File: config.mk
export PLATFORM = sky130hd
export DESIGN_NAME = mandelbrot_escape_time_core
export DESIGN_NICKNAME = d
export VERILOG_FILES = /design/src/design/met_pkg.sv /design/src/design/met_datapath.sv /design/src/design/met_ctrl.sv /design/src/design/mandelbrot_escape_time_core.sv
export SDC_FILE = /design/constraint.sdc
export NUM_CORES = 2
export LEC_CHECK = 0
export BUFFER_PORTS_ARGS = -buffer_cell sky130_fd_sc_hd__buf_2
export CAP_MARGIN = 20
export CORE_MARGIN = 5
export CORE_UTILIZATION = 58
export DETAILED_ROUTE_END_ITERATION = 7
export MAX_ROUTING_LAYER = met4
export PLACE_DENSITY = 0.86
export SKIP_CTS_REPAIR_TIMING = 1
export SYNTH_ARGS = -nofsm -noshare
export SYNTH_HDL_FRONTEND = slang
export SYNTH_SLANG_ARGS = --single-unit
File: constraint.sdc
create_clock -name clk -period 11.45 [get_ports clk]
set_clock_uncertainty 0.15 [all_clocks]
set_input_delay 0 -clock clk [delete_from_list [all_inputs] [get_ports clk]]
set_output_delay 0 -clock clk [all_outputs]
set_load 0.01 [all_outputs]
File: src/design/met_pkg.sv
// Shared widths, codes, command/status types and helpers for the escape-time core.
package met_pkg;

  localparam int COORD_BITS     = 40;
  localparam int STEP_BITS      = 39;
  localparam int HALF_BITS      = COORD_BITS / 2;
  localparam int PROD_BITS      = COORD_BITS + HALF_BITS;
  localparam int EXACT_BITS     = 2 * COORD_BITS;
  localparam int WIDE_BITS      = EXACT_BITS + 4;
  localparam int MAG_BITS       = 47;
  localparam int CFG_DATA_BITS  = 40;
  localparam int CFG_INDEX_BITS = 3;

  localparam int FRACTION_BITS_DEFAULT  = 28;
  localparam int ITERATION_BITS_DEFAULT = 24;
  localparam int PIXEL_BITS_DEFAULT     = 14;

  // bailout radius 20, compared squared
  localparam int BAILOUT_SQ_INT = 400;

  localparam logic signed [COORD_BITS-1:0] LEFT_EDGE_RESET = -40'sd671088640;
  localparam logic signed [COORD_BITS-1:0] TOP_EDGE_RESET  = 40'sd295279001;
  localparam logic [STEP_BITS-1:0]         STEP_RESET      = 39'd983040;
  localparam int                           ITER_LIMIT_RESET = 200;

  typedef enum logic [CFG_INDEX_BITS-1:0] {
    REG_LEFT_EDGE       = 3'd0,
    REG_TOP_EDGE        = 3'd1,
    REG_COLUMN_STEP     = 3'd2,
    REG_ROW_STEP        = 3'd3,
    REG_ITERATION_LIMIT = 3'd4
  } cfg_reg_t;

  typedef enum logic [3:0] {
    MUL_NONE  = 4'd0,
    MUL_COL   = 4'd1,
    MUL_ROW   = 4'd2,
    MUL_XX_LO = 4'd3,
    MUL_XX_HI = 4'd4,
    MUL_YY_LO = 4'd5,
    MUL_YY_HI = 4'd6,
    MUL_XY_LO = 4'd7,
    MUL_XY_HI = 4'd8
  } mul_op_t;

  typedef struct packed {
    mul_op_t mul_op;
    logic    acc_load;
    logic    wr_xsq;
    logic    wr_ysq;
    logic    wr_xy;
    logic    form_cross;
    logic    ld_x0;
    logic    ld_y0;      // also clears z and the count
    logic    ld_mag;
    logic    update;
    logic    res_load;
    logic    res_inside;
  } dp_cmd_t;

  typedef struct packed {
    logic limit_hit;
    logic escape;
  } dp_status_t;

  function automatic logic signed [COORD_BITS-1:0] sat_coord(
    input logic signed [WIDE_BITS-1:0] v
  );
    logic signed [WIDE_BITS-1:0] hi_lim;
    logic signed [WIDE_BITS-1:0] lo_lim;
    hi_lim = {{(WIDE_BITS-COORD_BITS+1){1'b0}}, {(COORD_BITS-1){1'b1}}};
    lo_lim = {{(WIDE_BITS-COORD_BITS+1){1'b1}}, {(COORD_BITS-1){1'b0}}};
    if (v > hi_lim) begin
      return {1'b0, {(COORD_BITS-1){1'b1}}};
    end else if (v < lo_lim) begin
      return {1'b1, {(COORD_BITS-1){1'b0}}};
    end else begin
      return v[COORD_BITS-1:0];
    end
  endfunction

endpackage

File: src/design/met_datapath.sv
// Datapath: shared 40x20 multiplier, square/cross accumulation, z update, count, result regs.
module met_datapath #(
  parameter int FRACTION_BITS  = met_pkg::FRACTION_BITS_DEFAULT,
  parameter int ITERATION_BITS = met_pkg::ITERATION_BITS_DEFAULT,
  parameter int PIXEL_BITS     = met_pkg::PIXEL_BITS_DEFAULT
) (
  input  logic                                     clk,
  input  logic                                     accept,
  input  logic [PIXEL_BITS-1:0]                    column,
  input  logic [PIXEL_BITS-1:0]                    row,
  input  logic signed [met_pkg::COORD_BITS-1:0]    left_edge,
  input  logic signed [met_pkg::COORD_BITS-1:0]    top_edge,
  input  logic [met_pkg::STEP_BITS-1:0]            column_step,
  input  logic [met_pkg::STEP_BITS-1:0]            row_step,
  input  logic [ITERATION_BITS-1:0]                iteration_limit,
  input  met_pkg::dp_cmd_t                         cmd,
  output met_pkg::dp_status_t                      status,
  output logic [ITERATION_BITS-1:0]                iteration_count,
  output logic                                     inside_set,
  output logic [met_pkg::MAG_BITS-1:0]             escape_magnitude_squared
);

  localparam int CB         = met_pkg::COORD_BITS;
  localparam int HB         = met_pkg::HALF_BITS;
  localparam int PB         = met_pkg::PROD_BITS;
  localparam int EB         = met_pkg::EXACT_BITS;
  localparam int WB         = met_pkg::WIDE_BITS;
  localparam int MB         = met_pkg::MAG_BITS;
  localparam int SQ_BITS    = EB - FRACTION_BITS;
  localparam int SUM_BITS   = SQ_BITS + 1;
  localparam int CMP_BITS   = (SUM_BITS > FRACTION_BITS + 10) ? SUM_BITS : FRACTION_BITS + 10;
  localparam int SAT_BITS   = (SUM_BITS > MB + 1) ? SUM_BITS : MB + 1;
  localparam int Q_BITS     = EB - FRACTION_BITS + 1;
  localparam int CROSS_BITS = Q_BITS + 1;
  localparam logic [CMP_BITS-1:0] BAILOUT =
    CMP_BITS'(met_pkg::BAILOUT_SQ_INT) << FRACTION_BITS;

  logic [PIXEL_BITS-1:0]        col_q;
  logic [PIXEL_BITS-1:0]        row_q;
  logic [CB-1:0]                mx;
  logic [CB-1:0]                my;
  logic [CB-1:0]                mul_a;
  logic [HB-1:0]                mul_b;
  logic [PB-1:0]                p;
  logic [PB-1:0]                acc;
  logic [EB-1:0]                exact;
  logic [SQ_BITS-1:0]           xsq;
  logic [SQ_BITS-1:0]           ysq;
  logic [EB-1:0]                xy;
  logic [SUM_BITS-1:0]          sum;
  logic [SAT_BITS-1:0]          sum_w;
  logic [MB-1:0]                mag_sat;
  logic signed [SUM_BITS-1:0]   diff;
  logic [Q_BITS-1:0]            q;
  logic                         rest;
  logic                         neg;
  logic [CROSS_BITS-1:0]        q_ext;
  logic signed [CROSS_BITS-1:0] cross_term;
  logic signed [CB-1:0]         x;
  logic signed [CB-1:0]         y;
  logic signed [CB-1:0]         x0;
  logic signed [CB-1:0]         y0;
  logic signed [WB-1:0]         x0_sum;
  logic signed [WB-1:0]         y0_sum;
  logic signed [WB-1:0]         x_sum;
  logic signed [WB-1:0]         y_sum;
  logic [ITERATION_BITS-1:0]    iter;

  // operand select for the shared multiplier
  always_comb begin
    unique case (cmd.mul_op)
      met_pkg::MUL_COL: begin
        mul_a = CB'(column_step);
        mul_b = HB'(col_q);
      end
      met_pkg::MUL_ROW: begin
        mul_a = CB'(row_step);
        mul_b = HB'(row_q);
      end
      met_pkg::MUL_XX_LO: begin
        mul_a = mx;
        mul_b = mx[HB-1:0];
      end
      met_pkg::MUL_XX_HI: begin
        mul_a = mx;
        mul_b = mx[CB-1:HB];
      end
      met_pkg::MUL_YY_LO: begin
        mul_a = my;
        mul_b = my[HB-1:0];
      end
      met_pkg::MUL_YY_HI: begin
        mul_a = my;
        mul_b = my[CB-1:HB];
      end
      met_pkg::MUL_XY_LO: begin
        mul_a = mx;
        mul_b = my[HB-1:0];
      end
      met_pkg::MUL_XY_HI: begin
        mul_a = mx;
        mul_b = my[CB-1:HB];
      end
      default: begin
        mul_a = '0;
        mul_b = '0;
      end
    endcase
  end

  assign exact = EB'(acc) + {p, {HB{1'b0}}};

  assign sum     = SUM_BITS'(xsq) + SUM_BITS'(ysq);
  assign sum_w   = SAT_BITS'(sum);
  assign mag_sat = (|sum_w[SAT_BITS-1:MB]) ? {MB{1'b1}} : sum_w[MB-1:0];

  // floor(2xy / 2^F) from the exact |x||y|
  assign q     = xy[EB-1:FRACTION_BITS-1];
  assign rest  = |xy[FRACTION_BITS-2:0];
  assign neg   = x[CB-1] ^ y[CB-1];
  assign q_ext = CROSS_BITS'(q);

  assign x0_sum = WB'(left_edge) + $signed(WB'(p));
  assign y0_sum = WB'(top_edge) - $signed(WB'(p));
  assign x_sum  = WB'(diff) + WB'(x0);
  assign y_sum  = WB'(cross_term) + WB'(y0);

  assign status.limit_hit = (iter >= iteration_limit);
  assign status.escape    = (CMP_BITS'(sum) >= BAILOUT);

  always_ff @(posedge clk) begin
    if (accept) begin
      col_q <= column;
      row_q <= row;
    end
    if (cmd.mul_op != met_pkg::MUL_NONE) begin
      p <= PB'(mul_a) * PB'(mul_b);
    end
    if (cmd.acc_load) begin
      acc <= p;
    end
    if (cmd.wr_xsq) begin
      xsq <= exact[EB-1:FRACTION_BITS];
    end
    if (cmd.wr_ysq) begin
      ysq <= exact[EB-1:FRACTION_BITS];
    end
    if (cmd.wr_xy) begin
      xy   <= exact;
      diff <= $signed(SUM_BITS'(xsq)) - $signed(SUM_BITS'(ysq));
    end
    if (cmd.form_cross) begin
      cross_term <= neg ? $signed(~q_ext + CROSS_BITS'(!rest)) : $signed(q_ext);
    end
    if (cmd.ld_x0) begin
      x0 <= met_pkg::sat_coord(x0_sum);
    end
    if (cmd.ld_y0) begin
      y0   <= met_pkg::sat_coord(y0_sum);
      x    <= '0;
      y    <= '0;
      iter <= '0;
    end else if (cmd.update) begin
      x    <= met_pkg::sat_coord(x_sum);
      y    <= met_pkg::sat_coord(y_sum);
      iter <= iter + 1'b1;
    end
    if (cmd.ld_mag) begin
      mx <= x[CB-1] ? CB'(-x) : CB'(x);
      my <= y[CB-1] ? CB'(-y) : CB'(y);
    end
    if (cmd.res_load) begin
      iteration_count          <= iter;
      inside_set               <= cmd.res_inside;
      escape_magnitude_squared <= cmd.res_inside ? '0 : mag_sat;
    end
  end

endmodule

File: src/design/met_ctrl.sv
// Controller: sequences mapping, multiply halves, escape/limit checks and the result beat.
module met_ctrl (
  input  logic                clk,
  input  logic                rst,
  input  logic                accept,
  input  met_pkg::dp_status_t status,
  output met_pkg::dp_cmd_t    cmd,
  output logic                busy,
  output logic                done
);

  typedef enum logic [13:0] {
    ST_IDLE     = 14'h0001,
    ST_MAP_COL  = 14'h0002,
    ST_MAP_ROW  = 14'h0004,
    ST_MAP_DONE = 14'h0008,
    ST_CHECK    = 14'h0010,
    ST_XX_LO    = 14'h0020,
    ST_XX_HI    = 14'h0040,
    ST_YY_LO    = 14'h0080,
    ST_YY_HI    = 14'h0100,
    ST_XY_LO    = 14'h0200,
    ST_XY_HI    = 14'h0400,
    ST_XY_ACC   = 14'h0800,
    ST_CROSS    = 14'h1000,
    ST_UPDATE   = 14'h2000
  } state_t;

  state_t state;
  state_t state_next;

  always_comb begin
    state_next = state;
    cmd        = '0;
    cmd.mul_op = met_pkg::MUL_NONE;
    unique case (state)
      ST_IDLE: begin
        if (accept) begin
          state_next = ST_MAP_COL;
        end
      end
      ST_MAP_COL: begin
        cmd.mul_op = met_pkg::MUL_COL;
        state_next = ST_MAP_ROW;
      end
      ST_MAP_ROW: begin
        cmd.mul_op = met_pkg::MUL_ROW;
        cmd.ld_x0  = 1'b1;
        state_next = ST_MAP_DONE;
      end
      ST_MAP_DONE: begin
        cmd.ld_y0  = 1'b1;
        state_next = ST_CHECK;
      end
      ST_CHECK: begin
        cmd.ld_mag = 1'b1;
        if (status.limit_hit) begin
          cmd.res_load   = 1'b1;
          cmd.res_inside = 1'b1;
          state_next     = ST_IDLE;
        end else begin
          state_next = ST_XX_LO;
        end
      end
      ST_XX_LO: begin
        cmd.mul_op = met_pkg::MUL_XX_LO;
        state_next = ST_XX_HI;
      end
      ST_XX_HI: begin
        cmd.mul_op   = met_pkg::MUL_XX_HI;
        cmd.acc_load = 1'b1;
        state_next   = ST_YY_LO;
      end
      ST_YY_LO: begin
        cmd.wr_xsq = 1'b1;
        cmd.mul_op = met_pkg::MUL_YY_LO;
        state_next = ST_YY_HI;
      end
      ST_YY_HI: begin
        cmd.mul_op   = met_pkg::MUL_YY_HI;
        cmd.acc_load = 1'b1;
        state_next   = ST_XY_LO;
      end
      ST_XY_LO: begin
        cmd.wr_ysq = 1'b1;
        cmd.mul_op = met_pkg::MUL_XY_LO;
        state_next = ST_XY_HI;
      end
      ST_XY_HI: begin
        // both squares are settled here
        if (status.escape) begin
          cmd.res_load = 1'b1;
          state_next   = ST_IDLE;
        end else begin
          cmd.mul_op   = met_pkg::MUL_XY_HI;
          cmd.acc_load = 1'b1;
          state_next   = ST_XY_ACC;
        end
      end
      ST_XY_ACC: begin
        cmd.wr_xy  = 1'b1;
        state_next = ST_CROSS;
      end
      ST_CROSS: begin
        cmd.form_cross = 1'b1;
        state_next     = ST_UPDATE;
      end
      ST_UPDATE: begin
        cmd.update = 1'b1;
        state_next = ST_CHECK;
      end
      default: begin
        state_next = ST_IDLE;
      end
    endcase
  end

  always_ff @(posedge clk) begin
    if (rst) begin
      state <= ST_IDLE;
      done  <= 1'b0;
    end else begin
      state <= state_next;
      done  <= cmd.res_load;
    end
  end

  assign busy = (state != ST_IDLE);

  a_accept_busy: assert property (@(posedge clk) disable iff (rst)
    accept |=> busy)
    else $error("accepted beat did not make the core busy");

  a_done_idle: assert property (@(posedge clk) disable iff (rst)
    done |-> !busy)
    else $error("result beat while still busy");

  a_done_source: assert property (@(posedge clk) disable iff (rst)
    done |-> ($past(state) == ST_CHECK || $past(state) == ST_XY_HI))
    else $error("result beat not preceded by a limit or escape decision");

endmodule

File: src/design/mandelbrot_escape_time_core.sv
// Top level: configuration registers, controller and datapath of the escape-time core.
//
//   channel   ports                                          handshake
//   --------  ---------------------------------------------  -------------------------------
//   pixel     column, row                                    start & !busy at the clock edge
//   result    iteration_count, inside_set,                   done, one cycle, no back-pressure
//             escape_magnitude_squared
//   config    cfg_index, cfg_data                            cfg_write, taken at the edge
//
// Iteration: one shared 40x20 multiplier forms each exact square and the product x*y in
// two halves before z = z*z + c is updated. done pulses in the first idle cycle after a
// pixel is finished, and a new start is taken in that cycle.
// Reset: rst (synchronous) returns to idle and loads the default view and limit registers.
// Config writes are expected only while idle. The result beat cannot be stalled.
module mandelbrot_escape_time_core #(
  parameter int FRACTION_BITS  = met_pkg::FRACTION_BITS_DEFAULT,
  parameter int ITERATION_BITS = met_pkg::ITERATION_BITS_DEFAULT,
  parameter int PIXEL_BITS     = met_pkg::PIXEL_BITS_DEFAULT
) (
  input  logic                                 clk,
  input  logic                                 rst,
  input  logic                                 start,
  output logic                                 busy,
  input  logic [PIXEL_BITS-1:0]                column,
  input  logic [PIXEL_BITS-1:0]                row,
  input  logic                                 cfg_write,
  input  logic [met_pkg::CFG_INDEX_BITS-1:0]   cfg_index,
  input  logic [met_pkg::CFG_DATA_BITS-1:0]    cfg_data,
  output logic                                 done,
  output logic [ITERATION_BITS-1:0]            iteration_count,
  output logic                                 inside_set,
  output logic [met_pkg::MAG_BITS-1:0]         escape_magnitude_squared
);

  logic signed [met_pkg::COORD_BITS-1:0] left_edge;
  logic signed [met_pkg::COORD_BITS-1:0] top_edge;
  logic [met_pkg::STEP_BITS-1:0]         column_step;
  logic [met_pkg::STEP_BITS-1:0]         row_step;
  logic [ITERATION_BITS-1:0]             iteration_limit;
  logic                                  accept;
  met_pkg::dp_cmd_t                      cmd;
  met_pkg::dp_status_t                   status;

  assign accept = start & ~busy;

  // view and limit registers; indexes outside the list are dropped
  always_ff @(posedge clk) begin
    if (rst) begin
      left_edge       <= met_pkg::LEFT_EDGE_RESET;
      top_edge        <= met_pkg::TOP_EDGE_RESET;
      column_step     <= met_pkg::STEP_RESET;
      row_step        <= met_pkg::STEP_RESET;
      iteration_limit <= ITERATION_BITS'(met_pkg::ITER_LIMIT_RESET);
    end else if (cfg_write) begin
      unique case (cfg_index)
        met_pkg::REG_LEFT_EDGE: begin
          left_edge <= $signed(cfg_data[met_pkg::COORD_BITS-1:0]);
        end
        met_pkg::REG_TOP_EDGE: begin
          top_edge <= $signed(cfg_data[met_pkg::COORD_BITS-1:0]);
        end
        met_pkg::REG_COLUMN_STEP: begin
          column_step <= cfg_data[met_pkg::STEP_BITS-1:0];
        end
        met_pkg::REG_ROW_STEP: begin
          row_step <= cfg_data[met_pkg::STEP_BITS-1:0];
        end
        met_pkg::REG_ITERATION_LIMIT: begin
          iteration_limit <= cfg_data[ITERATION_BITS-1:0];
        end
        default: begin
        end
      endcase
    end
  end

  met_ctrl u_ctrl (
    .clk    (clk),
    .rst    (rst),
    .accept (accept),
    .status (status),
    .cmd    (cmd),
    .busy   (busy),
    .done   (done)
  );

  met_datapath #(
    .FRACTION_BITS  (FRACTION_BITS),
    .ITERATION_BITS (ITERATION_BITS),
    .PIXEL_BITS     (PIXEL_BITS)
  ) u_datapath (
    .clk                      (clk),
    .accept                   (accept),
    .column                   (column),
    .row                      (row),
    .left_edge                (left_edge),
    .top_edge                 (top_edge),
    .column_step              (column_step),
    .row_step                 (row_step),
    .iteration_limit          (iteration_limit),
    .cmd                      (cmd),
    .status                   (status),
    .iteration_count          (iteration_count),
    .inside_set               (inside_set),
    .escape_magnitude_squared (escape_magnitude_squared)
  );

  a_inside_zero_mag: assert property (@(posedge clk) disable iff (rst)
    (done && inside_set) |-> (escape_magnitude_squared == '0))
    else $error("inside point reported a nonzero magnitude");

  a_inside_count: assert property (@(posedge clk) disable iff (rst)
    (done && inside_set) |-> (iteration_count == iteration_limit))
    else $error("inside point count differs from the limit");

endmodule
==> key figures <==
Synth
  • Top post-synthesis cells by count: inv_1 (1,059), a21oi_1 (921), nand2_1 (853), o21ai_0 (754), fa_1 (687)
  • Mapped Area: 85,700 um2
  • Yosys reg bits: 972
  • Post-Syn Area per Cell: 9.19 um2
  • Main synth FF type: edfxtp_1
  • Post-synth EDFFs: 671
  • Top cells by area, synth: edfxtp_1 (24%), fa_1 (16%), ha_1 (8.4%)
  • Share of the synthesized area in the top cell type: 0.235
  • Seq/Total Area, Yosys: 0.306
  • Ys Warns: 0
  • Mapped Nets: 10.7k
  • Netlist cell types: 97
  • Synth area leader: edfxtp_1
  • Syn Inst Count: 9,319
  • Count leader, synth: inv_1
  • Async S/R FF share, synth: 0

Drt
  • Drt first pass iters: 8
  • WL met1: 128 mm
  • Routed len/inst: 29.9 um
  • Vias per cell: 6.55
  • 1st-iter DRT viols: 10.5k
  • DR WL met2: 153 mm
  • Routed length on met3: 47.7 mm
  • Routed vias: 80.0k
  • Top Metal Used: met4
  • Detail Route Antenna Nets: 0
  • DRC viols: 8
  • Wire length after detailed routing: 365 mm

Finish
  • Nets: 11.5k
  • P&R area growth vs syn: 18.3%
  • Final Util: 0.688
  • Proportion of layout cells with a drive suffix above 1: 0.161

CTS
  • CTS root buf: clkbuf_16
  • Clk slew on worst S/H paths: 0.06 ns
  • Maximum buffer depth of the clock tree: 3
  • CTS tree: yes
  • Clock sink total: 972
  • H-tree depth: 3
  • TritonCTS Buffers: 103
  • Worst-Skew Late Latency: 0.79 ns

Floorplanning
  • Die Y: 394 um
  • Core area: 147,000 um2
  • Initial core utilization: 0.582
  • Site Rows: 141
  • Die area: 156,000 um2
  • I/O pin count: 149
  • Chip width: 394 um

Setup path
  • Crit path arrival time: 12.40 ns
  • Cells on worst reg2reg path: 47
  • Slowest-stage cell, CP: fa_2
  • Reg-to-reg setup timing slack: -0.64 ns
  • Worst reg2reg endpoint: u_datapath.p[59]$_DFFE_PP_
  • Worst r2r src: u_datapath.xsq[0]$_DFFE_PP_
  • Setup crit start kind: flip-flop
  • Setup CP Type: reg2reg
  • Worst-path maximum fanout: 8
  • Critical Path RT: 11.75 ns
  • Critical Path Max Stage Delay: 0.61 ns
  • Critical Path End Type: flip-flop

Timing
  • Finish-stage setup viols: 27
  • Tmin final: 12.09 ns
  • Worst Max-Slew Pin Slew: 1.33 ns
  • Setup_tns: -9.05 ns
  • Slew HR: 0.106
  • RSZ-0062 raised after global routing: true
  • Hold Vio Cnt, Final: 9
  • Period utilisation layout: 1.06
  • Setup ws final: -0.644 ns
  • Maximum operating frequency: 0.0827 GHz
  • Slew Limit Fails: 0
  • Worst hold margin: -0.00984 ns

Global route
  • Grt ovf: 0
  • Total GRT Usage: 0.462
  • First-pass GRT wire length: 514 mm
  • Pin count of the biggest net entering global routing: 91
  • Initial antenna violation count: 32
  • Vias in the first global route: 76.9k

Min path
  • Hold Crit Endpoint: iteration_limit[5]$_SDFFE_PP0P_
  • Hold path startpoint: cfg_index[2]
  • Hold WC Path Type: in2reg
  • Hold Path Depth: 4

Place
  • GPL Wtd Cong: 1.13
  • Dpl ws: -0.986 ns
  • Post-DP HPWL: 290 mm
  • IO Port Bufs: 148

Run
  • Maximum capacitance violations: 0

Power
  • Switching pwr: 0.00219 W
  • Total power: 0.00820 W
  • Pwr Density: 80.9 nW/um2
  • Combinational share of power: 0.098
  • Leakage: 44.3 nW
  • Sequential power share: 0.470
  • Int Power: 0.00600 W
  • Peak VDD IR: 139 uV
  • Net Sw Frac: 0.268
  • Clock share of power: 0.432

Outcome
  • Status: finished with violations
  • Failing checks: design-rule violations, negative hold slack, negative setup slack
-- critical path, delay by kind of cell (launching register included) --
kind,cells,cell delay [ns]
and+or+nand+nor,9,2.05
AOI/OAI and AO/OA,15,3.02
adders and majority gates,10,4.55
buffers and inverters,12,1.46
DFF,1,0.43
xor gates and xnor gates,1,0.14
-- cell usage in the layout (no fill, tap or decap), types with 61 or more instances in the layout --
master	n
a21o_1	272
a21oi_1	874
and2_1	75
buf_2	147
buf_4	891
clkbuf_16	109
dfxtp_1	301
dlygate4sd3_1	112
edfxtp_1	671
fa_1	651
ha_1	553
inv_1	1030
nand2_1	847
nand3_1	132
nand4_1	94
nor2_1	314
nor2b_1	61
nor3_1	96
nor4_1	73
o211ai_1	115
o21a_1	81
o21ai_0	686
o21ai_1	172
o21bai_1	79
xnor2_1	354
xor2_1	159
-- sequential cells by signal, summed over array words and instances (netlist names), 39 cells and up --
signal and count:
column_step 39, left_edge 40, row_step 39, top_edge 40, u_datapath.acc 60, u_datapath.cross_term 54, u_datapath.diff 53, u_datapath.escape_magnitude_squared 47
u_datapath.mx 40, u_datapath.my 40, u_datapath.p 60, u_datapath.x 40, u_datapath.x0 40, u_datapath.xsq 52, u_datapath.xy 80, u_datapath.y 40
u_datapath.y0 40, u_datapath.ysq 52
-- through the flow --
step / instance area [um2] / cells
final: 101000 / 12220
after CTS: 98000 / 12030
after floorplan: 85700 / 9319
after global placement: 94400 / 11829
after detailed placement: 94500 / 11835
after global routing: 101000 / 12209
-- area by class of cell --
type,instances,area [um2]
clock buffers,129,2770
clock inverters,66,767
fillers,11438,46000
well taps,1930,2410
repair buffers,1240,10100
flip-flops and latches,972,26200
inverters,1066,4000
diodes,33,82.6
multi-input cells,6784,55100
-- logic make-up (layout without fill, tap and decap cells) --
| group | after synthesis | after routing | share of synthesized area |
|---|---|---|---|
| AOI/OAI and AO/OA | 2905 | 2905 | 0.208 |
| muxes | 11 | 11 | 0.00134 |
| adders and majority gates | 1259 | 1259 | 0.244 |
| other | 0 | 33 | 0 |
| and+or+nand+nor | 2077 | 2077 | 0.117 |
| xor gates and xnor gates | 532 | 532 | 0.0544 |
| DFF | 972 | 972 | 0.306 |
| buffers and inverters | 1563 | 2501 | 0.0701 |
-- power by group through the flow --
stage                     sequential, W  clock (W)  combinational (W)
final                           0.00385    0.00354           0.000807
after global routing            0.00384    0.00370           0.000829
after CTS                       0.00384    0.00353           0.000723
after detailed placement        0.00392          0           0.000716
after global placement          0.00392          0           0.000706
after floorplan                 0.00388          0           0.000397
-- how the worst max path moves through the flow --
stage                                 from                    endpoint  slack (ns)  depth (start not counted)
6_report       u_datapath.xsq[0]$_DFFE_PP_  u_datapath.p[59]$_DFFE_PP_       -0.64                         47
2_1_floorplan  u_datapath.ysq[0]$_DFFE_PP_  u_datapath.p[56]$_DFFE_PP_        0.03                         45
3_3_place_gp   u_datapath.ysq[0]$_DFFE_PP_  u_datapath.p[59]$_DFFE_PP_       -0.88                         41
3_5_place_dp   u_datapath.ysq[0]$_DFFE_PP_  u_datapath.p[59]$_DFFE_PP_       -0.99                         41
5_1_grt        u_datapath.xsq[0]$_DFFE_PP_  u_datapath.p[59]$_DFFE_PP_       -0.92                         43
4_1_cts        u_datapath.ysq[0]$_DFFE_PP_  u_datapath.p[59]$_DFFE_PP_       -1.10                         41
-- routing by layer --
layer,global-route usage,vias to the layer above
li1,-,34276
met1,0.558,38990
met3,0.133,1429
met2,0.664,5342
met5,-,-
met4,0.329,0
No activity file was read; power rests on OpenSTA's default activity.
